<file path="src/hdl/adsr_pkg.sv">
// Shared types, codes and reset constants for the ADSR envelope generator.
// Used by adsr_alu and adsr_envelope_generator; depends on nothing else.

package adsr_pkg;

    // Level format: unsigned Q2.22.
    localparam int LEVEL_BITS = 24;
    localparam int ALU_W      = LEVEL_BITS + 1;
    localparam int CNT_W      = $clog2(LEVEL_BITS);

    typedef logic [LEVEL_BITS-1:0] level_t;
    typedef logic [ALU_W-1:0]      alu_word_t;
    typedef logic [CNT_W-1:0]      cnt_t;
    typedef logic [2:0]            op_t;
    typedef logic [2:0]            phase_t;
    typedef logic [2:0]            cfg_idx_t;

    // Command codes carried by the op field.
    localparam op_t OP_TICK       = 3'd0;
    localparam op_t OP_KEY_ON     = 3'd1;
    localparam op_t OP_KEY_OFF    = 3'd2;
    localparam op_t OP_SET_TARGET = 3'd3;
    localparam op_t OP_SET_VALUE  = 3'd4;
    localparam op_t OP_SET_ATTACK = 3'd5;

    // Envelope phase codes.
    localparam phase_t PH_IDLE    = 3'd0;
    localparam phase_t PH_ATTACK  = 3'd1;
    localparam phase_t PH_DECAY   = 3'd2;
    localparam phase_t PH_SUSTAIN = 3'd3;
    localparam phase_t PH_RELEASE = 3'd4;

    // Configuration register indexes.
    localparam cfg_idx_t CFG_ATTACK_RATE     = 3'd0;
    localparam cfg_idx_t CFG_DECAY_RATE      = 3'd1;
    localparam cfg_idx_t CFG_RELEASE_RATE    = 3'd2;
    localparam cfg_idx_t CFG_SUSTAIN_LEVEL   = 3'd3;
    localparam cfg_idx_t CFG_RELEASE_SAMPLES = 3'd4;

    localparam level_t LVL_ONE       = level_t'(1) << (LEVEL_BITS - 2);
    localparam level_t LVL_MAX       = '1;
    localparam level_t ATTACK_RESET  = level_t'(4194);
    localparam level_t DECAY_RESET   = level_t'(4194);
    localparam level_t RELEASE_RESET = level_t'(20972);
    localparam level_t SUSTAIN_RESET = LVL_ONE >> 1;
    localparam cnt_t   DIV_LAST      = cnt_t'(LEVEL_BITS - 1);

    typedef enum logic [1:0] {
        ST_IDLE,
        ST_EXEC,
        ST_DIV,
        ST_DONE
    } seq_state_t;

    // Request to and response from the shared add/subtract unit.
    typedef struct packed {
        logic      sub;
        alu_word_t a;
        alu_word_t b;
    } alu_req_t;

    typedef struct packed {
        alu_word_t res;
        logic      carry;
    } alu_rsp_t;

endpackage

</file>
<file path="src/hdl/adsr_envelope_generator.sv">
// Top level of the linear ADSR envelope generator: sequencer, state and result register.
// Depends on adsr_pkg and instantiates the shared adder adsr_alu.

// Usage:
// Each input transfer on (in_valid, in_ready) carries one command: op selects a sample
// tick, key on, key off, set target, set value or set attack target, and level is the
// operand of the three set commands. Every command yields exactly one output transfer
// on (out_valid, out_ready) with the envelope level and phase after the command.
// All arithmetic runs through one 25-bit add/subtract unit under a small sequencer,
// so the block takes one command at a time. After a command is accepted it runs the
// execute step (a tick in decay is the longest), then loads the result register in
// its final step; the next command is taken the cycle after that. Key off with a
// nonzero release_samples computes the release step by restoring division, one
// quotient bit per cycle, between the execute step and the final step.
// The result register parts the two channels: a new command is accepted while the
// previous result still waits; only when a second result is ready and the receiver
// still stalls does the sequencer hold in its final step.
// Configuration registers are written through (cfg_we, cfg_index, cfg_data); the user
// must write them only while the block is idle, which the block does not enforce. Reset
// is asynchronous and resets all but the working and result payload registers at once.

module adsr_envelope_generator (
    input  logic                  clk,
    input  logic                  rst_n,
    input  logic                  in_valid,
    output logic                  in_ready,
    input  adsr_pkg::op_t         op,
    input  adsr_pkg::level_t      level,
    output logic                  out_valid,
    input  logic                  out_ready,
    output adsr_pkg::level_t      env_level,
    output adsr_pkg::phase_t      phase,
    input  logic                  cfg_we,
    input  adsr_pkg::cfg_idx_t    cfg_index,
    input  adsr_pkg::level_t      cfg_data
);
    import adsr_pkg::*;

    // Configuration registers.
    level_t attack_rate_reg, attack_rate_next;
    level_t decay_rate_reg, decay_rate_next;
    level_t release_rate_reg, release_rate_next;
    level_t sustain_level_reg, sustain_level_next;
    level_t release_samples_reg, release_samples_next;

    // Envelope state.
    level_t level_now_reg, level_now_next;
    level_t target_now_reg, target_now_next;
    level_t sustain_now_reg, sustain_now_next;
    level_t release_step_reg, release_step_next;
    phase_t phase_now_reg, phase_now_next;

    // Sequencer and working registers.
    seq_state_t state_reg, state_next;
    cnt_t       cnt_reg, cnt_next;
    op_t        op_reg, op_next;
    level_t     operand_reg, operand_next;
    level_t     tmp_reg, tmp_next;
    level_t     dvd_reg, dvd_next;
    logic       down_reg, down_next;

    // Result register.
    logic   out_valid_reg, out_valid_next;
    level_t env_level_reg, env_level_next;
    phase_t phase_out_reg, phase_out_next;

    alu_req_t alu_req;
    alu_rsp_t alu_rsp;
    logic     exec_done;
    logic     exec_div;
    logic     out_load;

    adsr_alu u_alu (
        .req (alu_req),
        .rsp (alu_rsp)
    );

    // Output and handshake decode.
    always_comb
    begin
        in_ready  = (state_reg == ST_IDLE);
        out_load  = (state_reg == ST_DONE) && (!out_valid_reg || out_ready);
        out_valid = out_valid_reg;
        env_level = env_level_reg;
        phase     = phase_out_reg;
    end

    // Next state of the sequencer.
    always_comb
    begin
        state_next = state_reg;
        case (state_reg)
            ST_IDLE:
            begin
                if (in_valid)
                begin
                    state_next = ST_EXEC;
                end
            end
            ST_EXEC:
            begin
                if (exec_div)
                begin
                    state_next = ST_DIV;
                end
                else if (exec_done)
                begin
                    state_next = ST_DONE;
                end
            end
            ST_DIV:
            begin
                if (cnt_reg == DIV_LAST)
                begin
                    state_next = ST_DONE;
                end
            end
            ST_DONE:
            begin
                if (out_load)
                begin
                    state_next = ST_IDLE;
                end
            end
            default:
            begin
                state_next = ST_IDLE;
            end
        endcase
    end

    // Datapath: every arithmetic step goes through the shared unit.
    always_comb
    begin
        attack_rate_next     = attack_rate_reg;
        decay_rate_next      = decay_rate_reg;
        release_rate_next    = release_rate_reg;
        sustain_level_next   = sustain_level_reg;
        release_samples_next = release_samples_reg;
        level_now_next       = level_now_reg;
        target_now_next      = target_now_reg;
        sustain_now_next     = sustain_now_reg;
        release_step_next    = release_step_reg;
        phase_now_next       = phase_now_reg;
        cnt_next             = cnt_reg;
        op_next              = op_reg;
        operand_next         = operand_reg;
        tmp_next             = tmp_reg;
        dvd_next             = dvd_reg;
        down_next            = down_reg;
        out_valid_next       = out_valid_reg;
        env_level_next       = env_level_reg;
        phase_out_next       = phase_out_reg;
        exec_done            = 1'b0;
        exec_div             = 1'b0;
        alu_req.sub          = 1'b0;
        alu_req.a            = {1'b0, level_now_reg};
        alu_req.b            = '0;

        if (out_valid_reg && out_ready)
        begin
            out_valid_next = 1'b0;
        end

        case (state_reg)
            ST_IDLE:
            begin
                if (in_valid)
                begin
                    op_next      = op;
                    operand_next = level;
                    cnt_next     = '0;
                end
            end
            ST_EXEC:
            begin
                cnt_next = cnt_reg + cnt_t'(1);
                case (op_reg)
                    OP_TICK:
                    begin
                        case (phase_now_reg)
                            PH_ATTACK:
                            begin
                                if (cnt_reg == cnt_t'(0))
                                begin
                                    alu_req.b = {1'b0, attack_rate_reg};
                                    // Saturate at the top of the range.
                                    tmp_next  = alu_rsp.res[LEVEL_BITS] ? LVL_MAX
                                                : alu_rsp.res[LEVEL_BITS-1:0];
                                end
                                else
                                begin
                                    alu_req.sub = 1'b1;
                                    alu_req.a   = {1'b0, tmp_reg};
                                    alu_req.b   = {1'b0, target_now_reg};
                                    exec_done   = 1'b1;
                                    if (alu_rsp.carry)
                                    begin
                                        level_now_next  = target_now_reg;
                                        target_now_next = sustain_now_reg;
                                        phase_now_next  = PH_DECAY;
                                    end
                                    else
                                    begin
                                        level_now_next = tmp_reg;
                                    end
                                end
                            end
                            PH_DECAY:
                            begin
                                case (cnt_reg)
                                    cnt_t'(0):
                                    begin
                                        // Distance to sustain, assuming the level is above it.
                                        alu_req.sub = 1'b1;
                                        alu_req.b   = {1'b0, sustain_now_reg};
                                        tmp_next    = alu_rsp.res[LEVEL_BITS-1:0];
                                        down_next   = alu_rsp.carry;
                                    end
                                    cnt_t'(1):
                                    begin
                                        // Level below sustain: take the distance the other way.
                                        alu_req.sub = 1'b1;
                                        alu_req.a   = {1'b0, sustain_now_reg};
                                        alu_req.b   = {1'b0, level_now_reg};
                                        if (!down_reg)
                                        begin
                                            tmp_next = alu_rsp.res[LEVEL_BITS-1:0];
                                        end
                                    end
                                    cnt_t'(2):
                                    begin
                                        alu_req.sub = 1'b1;
                                        alu_req.a   = {1'b0, decay_rate_reg};
                                        alu_req.b   = {1'b0, tmp_reg};
                                        if (alu_rsp.carry)
                                        begin
                                            level_now_next = sustain_now_reg;
                                            phase_now_next = PH_SUSTAIN;
                                            exec_done      = 1'b1;
                                        end
                                    end
                                    default:
                                    begin
                                        alu_req.sub    = down_reg;
                                        alu_req.b      = {1'b0, decay_rate_reg};
                                        level_now_next = alu_rsp.res[LEVEL_BITS-1:0];
                                        exec_done      = 1'b1;
                                    end
                                endcase
                            end
                            PH_RELEASE:
                            begin
                                if (cnt_reg == cnt_t'(0))
                                begin
                                    alu_req.sub = 1'b1;
                                    alu_req.a   = {1'b0, release_step_reg};
                                    alu_req.b   = {1'b0, level_now_reg};
                                    if (alu_rsp.carry)
                                    begin
                                        level_now_next = '0;
                                        phase_now_next = PH_IDLE;
                                        exec_done      = 1'b1;
                                    end
                                end
                                else
                                begin
                                    alu_req.sub    = 1'b1;
                                    alu_req.b      = {1'b0, release_step_reg};
                                    level_now_next = alu_rsp.res[LEVEL_BITS-1:0];
                                    exec_done      = 1'b1;
                                end
                            end
                            default:
                            begin
                                exec_done = 1'b1;
                            end
                        endcase
                    end
                    OP_KEY_ON:
                    begin
                        if (target_now_reg == '0)
                        begin
                            target_now_next = LVL_ONE;
                        end
                        phase_now_next = PH_ATTACK;
                        exec_done      = 1'b1;
                    end
                    OP_KEY_OFF:
                    begin
                        target_now_next = '0;
                        phase_now_next  = PH_RELEASE;
                        if (release_samples_reg != '0)
                        begin
                            // Start the division level_now / release_samples.
                            dvd_next = level_now_reg;
                            tmp_next = '0;
                            cnt_next = '0;
                            exec_div = 1'b1;
                        end
                        else
                        begin
                            release_step_next = release_rate_reg;
                            exec_done         = 1'b1;
                        end
                    end
                    OP_SET_TARGET:
                    begin
                        alu_req.sub      = 1'b1;
                        alu_req.b        = {1'b0, operand_reg};
                        target_now_next  = operand_reg;
                        sustain_now_next = operand_reg;
                        exec_done        = 1'b1;
                        if (!alu_rsp.carry)
                        begin
                            phase_now_next = PH_ATTACK;
                        end
                        else if (alu_rsp.res[LEVEL_BITS-1:0] != '0)
                        begin
                            phase_now_next = PH_DECAY;
                        end
                    end
                    OP_SET_VALUE:
                    begin
                        phase_now_next   = PH_SUSTAIN;
                        target_now_next  = operand_reg;
                        level_now_next   = operand_reg;
                        sustain_now_next = operand_reg;
                        exec_done        = 1'b1;
                    end
                    OP_SET_ATTACK:
                    begin
                        target_now_next = operand_reg;
                        exec_done       = 1'b1;
                    end
                    default:
                    begin
                        exec_done = 1'b1;
                    end
                endcase
            end
            ST_DIV:
            begin
                // Restoring division: shift in one dividend bit, trial subtract.
                alu_req.sub = 1'b1;
                alu_req.a   = {tmp_reg, dvd_reg[LEVEL_BITS-1]};
                alu_req.b   = {1'b0, release_samples_reg};
                tmp_next    = alu_rsp.carry ? alu_rsp.res[LEVEL_BITS-1:0]
                              : alu_req.a[LEVEL_BITS-1:0];
                dvd_next    = {dvd_reg[LEVEL_BITS-2:0], alu_rsp.carry};
                cnt_next    = cnt_reg + cnt_t'(1);
                if (cnt_reg == DIV_LAST)
                begin
                    release_step_next = {dvd_reg[LEVEL_BITS-2:0], alu_rsp.carry};
                end
            end
            ST_DONE:
            begin
                if (out_load)
                begin
                    out_valid_next = 1'b1;
                    env_level_next = level_now_reg;
                    phase_out_next = phase_now_reg;
                end
            end
            default:
            begin
            end
        endcase

        if (cfg_we)
        begin
            case (cfg_index)
                CFG_ATTACK_RATE:
                begin
                    attack_rate_next = cfg_data;
                end
                CFG_DECAY_RATE:
                begin
                    decay_rate_next = cfg_data;
                end
                CFG_RELEASE_RATE:
                begin
                    release_rate_next = cfg_data;
                    release_step_next = cfg_data;
                end
                CFG_SUSTAIN_LEVEL:
                begin
                    sustain_level_next = cfg_data;
                    sustain_now_next   = cfg_data;
                end
                CFG_RELEASE_SAMPLES:
                begin
                    release_samples_next = cfg_data;
                end
                default:
                begin
                end
            endcase
        end
    end

    always_ff @(posedge clk or negedge rst_n)
    begin
        if (!rst_n)
        begin
            attack_rate_reg     <= ATTACK_RESET;
            decay_rate_reg      <= DECAY_RESET;
            release_rate_reg    <= RELEASE_RESET;
            sustain_level_reg   <= SUSTAIN_RESET;
            release_samples_reg <= '0;
            level_now_reg       <= '0;
            target_now_reg      <= '0;
            sustain_now_reg     <= SUSTAIN_RESET;
            release_step_reg    <= RELEASE_RESET;
            phase_now_reg       <= PH_IDLE;
            state_reg           <= ST_IDLE;
            cnt_reg             <= '0;
            out_valid_reg       <= 1'b0;
        end
        else
        begin
            attack_rate_reg     <= attack_rate_next;
            decay_rate_reg      <= decay_rate_next;
            release_rate_reg    <= release_rate_next;
            sustain_level_reg   <= sustain_level_next;
            release_samples_reg <= release_samples_next;
            level_now_reg       <= level_now_next;
            target_now_reg      <= target_now_next;
            sustain_now_reg     <= sustain_now_next;
            release_step_reg    <= release_step_next;
            phase_now_reg       <= phase_now_next;
            state_reg           <= state_next;
            cnt_reg             <= cnt_next;
            out_valid_reg       <= out_valid_next;
        end
    end

    // Working and result payload registers need no reset.
    always_ff @(posedge clk)
    begin
        op_reg        <= op_next;
        operand_reg   <= operand_next;
        tmp_reg       <= tmp_next;
        dvd_reg       <= dvd_next;
        down_reg      <= down_next;
        env_level_reg <= env_level_next;
        phase_out_reg <= phase_out_next;
    end

    // The sequencer is busy in the cycle after taking a command.
    a_busy_after_accept: assert property (@(posedge clk) disable iff (!rst_n)
        in_valid && in_ready |=> !in_ready)
        else $error("command accepted while the previous one was still in work");

    // The divider only runs with a nonzero divisor.
    a_div_nonzero: assert property (@(posedge clk) disable iff (!rst_n)
        state_reg == ST_DIV |-> release_samples_reg != '0)
        else $error("release step division started with a zero divisor");

    // A finished command whose result slot is free shows its result next cycle.
    a_result_shown: assert property (@(posedge clk) disable iff (!rst_n)
        state_reg == ST_DONE && !out_valid_reg |=> out_valid && in_ready)
        else $error("finished command did not produce a result");

endmodule

</file>
<file path="src/hdl/adsr_alu.sv">
// Shared add/subtract unit of the ADSR envelope generator.
// Depends on adsr_pkg for the request and response structs.

module adsr_alu (
    input  adsr_pkg::alu_req_t req,
    output adsr_pkg::alu_rsp_t rsp
);
    import adsr_pkg::*;

    logic [ALU_W:0] sum;

    // For a subtract the carry out is set exactly when a >= b.
    // For an add it is the overflow beyond the operand width.
    always_comb
    begin
        sum = {1'b0, req.a} + {1'b0, (req.sub ? ~req.b : req.b)}
              + {{ALU_W{1'b0}}, req.sub};
        rsp.res   = sum[ALU_W-1:0];
        rsp.carry = sum[ALU_W];
    end

endmodule
</file>
<file path="config.mk">
export PLATFORM = sky130hd
export DESIGN_NAME = adsr_envelope_generator
export DESIGN_NICKNAME = d
export VERILOG_FILES = /design/src/hdl/adsr_pkg.sv /design/src/hdl/adsr_envelope_generator.sv /design/src/hdl/adsr_alu.sv
export SDC_FILE = /design/constraint.sdc
export NUM_CORES = 1
export LEC_CHECK = 0
export BUFFER_PORTS_ARGS = -buffer_cell sky130_fd_sc_hd__buf_2
export CAP_MARGIN = 20
export CORE_UTILIZATION = 30
export DETAILED_ROUTE_END_ITERATION = 10
export PLACE_DENSITY = 0.53
export SLEW_MARGIN = 40
export SYNTH_ARGS = -nofsm -noshare
export SYNTH_HDL_FRONTEND = slang
export SYNTH_SLANG_ARGS = --single-unit
</file>
<file path="constraint.sdc">
create_clock -name clk -period 7.68 [get_ports clk]
set_clock_uncertainty 0.2 [all_clocks]
set_input_delay 0.384 -clock clk [delete_from_list [all_inputs] [get_ports clk]]
set_output_delay 0.384 -clock clk [all_outputs]
set_load 0.02 [all_outputs]
</file>
## Yosys cells after proc, flatten, opt, wreduce, memory -nomap -nowiden

Cells that the tools add are included.

- Logic and storage cells: 183
- Register bits after elaboration: 306
- Output and inout bits: 29

- Bitwise logic cells: 1
- Muxes and demuxes: 81
- Add/sub/neg operators: 3
- Equal/unequal tests: 45
- Reductions and logical operators: 34

Operator list:

| cell | number |
|---|---|
| 2-to-1 mux 24 bit | 27 |
| case mux 24 bit (2 select lines) | 9 |
| case mux 51 bit (3 select lines) | 1 |
| case mux 24 bit (3 select lines) | 2 |
| case mux 51 bit (2 select lines) | 1 |
| case mux 24 bit (4 select lines) | 1 |
| 2-to-1 mux 25 bit | 2 |
| case mux 25 bit (2 select lines) | 1 |
| nonzero test 24 bit | 2 |
| adder 25 x 25 -> 26 bit | 1 |
| adder 26 x 1 -> 26 bit | 1 |
| 2-to-1 mux 26 bit | 1 |
| NOT 25 bit | 1 |
| zero test 24 bit | 1 |
| 2-to-1 mux 3 bit | 8 |
| inequality test 3 bit (second input constant) | 7 |
| equality test 3 x 2 -> 1 bit (second input constant) | 5 |
| 2-to-1 mux 5 bit | 3 |
| case mux 3 bit (5 select lines) | 1 |
| case mux 5 bit (3 select lines) | 1 |
| AND reduction 2 bit | 7 |
| AND reduction 7 bit | 2 |
| equality test 3 bit (second input constant) | 4 |
| 2-to-1 mux 1 bit | 12 |
| 37 further kinds | 63 |

## Logic depth before layout (Yosys ltp)

- Depth after elaboration: 18
- Gate-level depth with buffers: 30
- Depth with buffers taken out: 27

## Cells and area by module

A second synthesis with hierarchy kept.

- Cells, all modules: 1984
- Area, all modules: 19675.1 µm²

By module, submodules not included:

| module | times used | area each (µm²) | cells each |
|---|---|---|---|
| adsr_envelope_generator | 1 | 17902.2 | 1744 |
| adsr_alu | 1 | 1773.0 | 240 |

## Least setup slack after synthesis

OpenSTA, ideal clock, no wires.

- Path kind: register -> register
- From: reg cnt_reg[0]
- To: reg phase_now_reg[0]
- Slack: 1623 ps
- Stages on the path, launching flop included: 26
- Arrival time: 5729 ps
- Required time: 7352 ps
- Cell sequence: dfrtp_1 -> inv_1 -> ha_1 -> nor4b_4 -> clkbuf_1 -> buf_1 -> mux2i_1 -> o22ai_1 -> o21ai_0 -> a21oi_1 -> a21oi_1 -> xor2_1 -> nor2_1 -> ha_1 -> clkbuf_1 -> a21o_1 -> a21o_1 -> a2111oi_0 -> o22ai_1 -> or2_1 -> a21oi_1 -> xor2_1 -> nand3_1 -> or3b_1 -> o21ai_2 -> mux2_1

- Longest elaborated chain between the ends: 12

RTL lines:

| item | RTL line | text |
|---|---|---|
| start, declared | adsr_envelope_generator.sv:55 | `cnt_t cnt_reg, cnt_next;` |
| start signal, assigned | adsr_envelope_generator.sv:434 | `cnt_reg <= cnt_next;` |
| equality test 5 x 2 -> 1 bit, or another cell as far along | adsr_envelope_generator.sv:211 | `case (cnt_reg)` |
| case mux 24 bit (3 select lines), or another cell as far along | adsr_envelope_generator.sv:211 |  |
| case mux 51 bit (3 select lines) / 2-to-1 mux 1 bit (equally long branches) | adsr_envelope_generator.sv:181, adsr_envelope_generator.sv:211 |  |
| case mux 25 bit (2 select lines) / case mux 51 bit (3 select lines) (equally long branches) | adsr_envelope_generator.sv:178, adsr_envelope_generator.sv:181 |  |
| case mux 51 bit (2 select lines) / case mux 1 bit (2 select lines) (equally long branches) | adsr_envelope_generator.sv:165, adsr_envelope_generator.sv:178 |  |
| NOT 25 bit / case mux 51 bit (2 select lines) (equally long branches) | adsr_alu.sv:16, adsr_envelope_generator.sv:165 |  |
| 2-to-1 mux 25 bit | adsr_alu.sv:16 | `sum = {1'b0, req.a} + {1'b0, (req.sub ? ~req.b : req.b)}` |
| adder 25 x 25 -> 26 bit | adsr_alu.sv:16 |  |
| adder 26 x 1 -> 26 bit | adsr_alu.sv:17 | `+ {{ALU_W{1'b0}}, req.sub};` |
| nonzero test 24 bit | adsr_envelope_generator.sv:318 | `else if (alu_rsp.res[LEVEL_BITS-1:0] != '0)` |
| inequality test 3 bit (no source line) | - |  |
| AND reduction 10 bit (no source line) | - |  |
| end signal, assigned | adsr_envelope_generator.sv:432 | `phase_now_reg <= phase_now_next;` |
| end, declared | adsr_envelope_generator.sv:51 | `phase_t phase_now_reg, phase_now_next;` |

Several ways; a longest one is shown, not always the timed one.
A chain may end at the register's enable or synchronous reset.

## Final worst setup path

- From: reg cnt_reg[0]
- To: reg level_now_reg[9]

- Longest elaborated chain between the ends: 13

RTL lines:

| item | RTL line | text |
|---|---|---|
| equality test 5 x 2 -> 1 bit, or another cell as far along | adsr_envelope_generator.sv:211 |  |
| case mux 24 bit (3 select lines), or another cell as far along | adsr_envelope_generator.sv:211 |  |
| case mux 51 bit (3 select lines) / 2-to-1 mux 1 bit (equally long branches) | adsr_envelope_generator.sv:181, adsr_envelope_generator.sv:211 |  |
| case mux 25 bit (2 select lines) / case mux 51 bit (3 select lines) (equally long branches) | adsr_envelope_generator.sv:178, adsr_envelope_generator.sv:181 |  |
| case mux 51 bit (2 select lines) / case mux 1 bit (2 select lines) (equally long branches) | adsr_envelope_generator.sv:165, adsr_envelope_generator.sv:178 |  |
| NOT 25 bit / case mux 51 bit (2 select lines) (equally long branches) | adsr_alu.sv:16, adsr_envelope_generator.sv:165 |  |
| 2-to-1 mux 25 bit | adsr_alu.sv:16 |  |
| adder 25 x 25 -> 26 bit | adsr_alu.sv:16 |  |
| adder 26 x 1 -> 26 bit | adsr_alu.sv:17 |  |
| 2-to-1 mux 24 bit | adsr_envelope_generator.sv:197 | `if (alu_rsp.carry)` |
| 2-to-1 mux 24 bit | adsr_envelope_generator.sv:184 | `if (cnt_reg == cnt_t'(0))` |
| case mux 24 bit (3 select lines) | adsr_envelope_generator.sv:181 | `case (phase_now_reg)` |
| case mux 24 bit (2 select lines) | adsr_envelope_generator.sv:178 | `case (op_reg)` |
| end signal, assigned | adsr_envelope_generator.sv:428 | `level_now_reg <= level_now_next;` |
| end, declared | adsr_envelope_generator.sv:47 | `level_t level_now_reg, level_now_next;` |

Several ways; a longest one is shown, not always the timed one. The select of a mux whose other input is x is not followed.

==> impl_metrics.toml <==
[routing]
drt-met1-wl_mm = 33.8
antenna_left = 0
wl_per_cell_um = 27.0
dr.first_iter.drc_count = 2322
drt_first_pass_iters = 10
viasPerCell = 6.00
wl_met2_mm = 36.1
drc = 0
dr.max_layer_used = "met5"
via_count = 18000
met3_wirelength_mm = 7.26
routed_wl_mm = 80.7

[yosys]
synth-edff-count = 103
synthFlopType = "dfrtp_1"
netlist.area_leader.share_pct = 23.1
synth_seq_area_share_pct = 42.5
synthTopCellsByArea = "dfrtp_1, edfxtp_1, mux2i_1"
syn_avg_cell_area_um2 = 9.50
synth_area_leader_cell = "dfrtp_1"
syn_inst = 2031
synth_area_um2 = 19300
ys.warnings.count = 0
syn_nets = 2123
synth.distinct_cells = 86
synth-seq-cells = 306
async_flop_share_pct = 66.3

[power]
powerDensity_nw_per_um2 = 496
peakVddDrop_mv = 0.204
p_leak_uw = 0.00903

[placed_design]
gp_congestion = 1.03
dpl.hpwl_mm = 55.1
port_buffers = 87

[global_routing]
grt_pass1_wl_mm = 119
grt-ovfl-total = 0
grt_pass1_vias = 17600
grt_max_degree = 99
antenna_found_initial = 4
track_usage_pct = 24.1

[timing]
max_slew_margin_pct = 43.1
worst_pin_slew_ps = 854
hold_viol = 0
period_share_pct = 93.5
report.final.slew_viol_count = 0
setup_viol = 0
rsz0062_at_grt = "false"
clock.fmax_mhz = 139
setup-tns-final_ps = 0
hold_ws_ps = 37.9
period_minus_slack_ps = 7180

[finish]
multiInputGateArea_um2 = 10500
area_growth_pct = 18.0
seq_area_um2 = 8200
nNetsFinal = 2209
fillCellCount = 6444
final_layout_size_suffix_gt1_share_pct = 18.4

[critical_path]
r2r-end = "level_now_reg[9]"
worstSetupPathType = "register to register"
critPathMaxFanout = 51
arrival_ps = 7380
reg2regPathDepth = 25
crit_required_ps = 7880
timing.rr.start = "cnt_reg[0]"
crit_path_end_kind = "register"
cp-start-kind = "register"
rrSetupSlack_ps = 500

[die]
rows = 92
die_w_um = 256
core_um2 = 63300
die_area_um2 = 65300
initial_core_util_pct = 30.5
fp.dieH_um = 256
ioPinCount = 88

[run_status]
status = "finished, final reports clean"

[clock_tree]
root_buffer = "clkbuf_16"
clock_latency_ps = 570
post-cts-setup-buffers = 0
clock_path_buffers = 3
htreeDepth = 2
numCtsBuffers = 36
cts_tree = "built"
clk_pin_slew_ps = 60
clkSinkCount = 306

[worst_hold_path]
min_path_type = "primary input to register"
min_path_cells = 4
whs_endpoint = "release_rate_reg[11]"
min-delay-start = "cfg_index[0]"

[flow_run]
drv_cap = 0
[worst max-delay path by stage]
| stage | from | end | slack (ps) |
|---|---|---|---|
| 2_1_floorplan | cnt_reg[0] | phase_now_reg[0] | 1620 |
| 3_3_place_gp | state_reg[1] | phase_now_reg[1] | 670 |
| 3_5_place_dp | cnt_reg[0] | state_reg[0] | 660 |
| 4_1_cts | cnt_reg[0] | state_reg[0] | 610 |
| 5_1_grt | cnt_reg[1] | state_reg[0] | 200 |
| 6_report | cnt_reg[0] | level_now_reg[9] | 500 |
[routing by layer]
layer | track usage, % | vias up
li1 | - | 7864
met2 | 38.0 | 979
met1 | 32.5 | 8904
met3 | 4.37 | 202
met5 | 0 | -
met4 | 9.65 | 2
[cell usage in the layout, fill, tap and decap left out, types with 9 or more instances in the layout]
| cell | n |
|---|---|
| edfxtp_1 | 103 |
| a21oi_1 | 161 |
| nor2b_1 | 9 |
| a222oi_1 | 58 |
| dlygate4sd3_1 | 53 |
| a21o_1 | 13 |
| nand3_1 | 10 |
| a221o_1 | 15 |
| clkbuf_16 | 41 |
| mux2i_1 | 115 |
| xor2_1 | 33 |
| nor4_1 | 12 |
| xnor2_1 | 16 |
| o2111ai_1 | 10 |
| a22o_1 | 68 |
| dfrtp_1 | 178 |
| nor2_1 | 144 |
| o21ai_0 | 155 |
| a22oi_1 | 49 |
| and3_1 | 13 |
| a221oi_1 | 28 |
| inv_1 | 32 |
| buf_4 | 69 |
| buf_2 | 86 |
| a211oi_1 | 12 |
| o22ai_1 | 32 |
| ha_1 | 30 |
| nor3_1 | 13 |
| o21a_1 | 10 |
| o221ai_1 | 17 |
| dfstp_2 | 25 |
| nand2_1 | 257 |
| mux2_2 | 98 |
| nand2b_1 | 10 |
| nand4_1 | 13 |
[timing repair]
action                    in CTS  in global routing
gates resized for setup        0                  0
hold endpoints to repair     247                  0
hold buffers                  53                  0
[kinds of logic after synthesis]
kind of cell / Yosys count / synth area share, %
compound gates: 689 / 24.6
buf+inv: 201 / 4.08
xor+xnor: 49 / 2.22
simple gates: 536 / 12.4
mux: 217 / 12.0
fa+ha+maj: 33 / 2.18
flops: 306 / 42.5
[stage by stage]
stage          std cells  area (um2)  worst slack, ps  utilization, %  power [uW]
2_1_floorplan       2031       19300             1620               -        6950
3_3_place_gp        2867       20800              667            32.9        9170
3_5_place_dp        2871       20900              655            33.0        9230
4_1_cts             2990       22700              605            35.9       11200
5_1_grt             2991       22800              199            35.9       11800
6_report            2992       22800              502            36.0       11300
[synth_stat cells (15+ instances only)]
cell type  count
nor2_1       152
mux2_2        98
a221o_1       15
dfrtp_1      178
xor2_1        33
a222oi_1      58
o22ai_1       32
o21ai_0      156
clkbuf_1     142
inv_1         32
mux2i_1      115
xnor2_1       16
edfxtp_1     103
ha_1          32
nand2_1      257
a21oi_1      163
a22o_1        68
dfstp_2       25
o221ai_1      17
a22oi_1       49
a221oi_1      28
[where the power goes]
group	total, uW	internal (uW)	switching (uW)
logic	6100	2240	3870
clock network	1880	1130	749
registers	3310	2480	835
[cell type report]
type                    instances  area share [%]
clock inverters                20            1.02
repair buffers                216            7.13
clock buffers                  46            4.68
inverters                      33           0.544
multi-input cells            1524            45.9
flip-flops and latches        306            36.0
diodes                          1          0.0110
well taps                     846            4.65
[critical path, cell delays in order (launching register included)]
cell       delay, ps
dfrtp_1          410
inv_1            120
ha_1             310
or4b_4           640
buf_4            320
nor2_2           270
buf_4            340
a221oi_1         140
o21ai_0          110
a22oi_1           80
o21ai_0          400
xnor2_1          180
nor2_1            70
ha_1             510
nand2_1          170
nor4_1           400
a221o_1          210
a21oi_1           50
or4_1            550
o211a_1          170
o21ai_4           80
buf_12           320
mux2i_1          230
nor2_1            50
a2111oi_0        430
o31ai_1          120
Note: power is estimated with default switching activity, not from simulation.
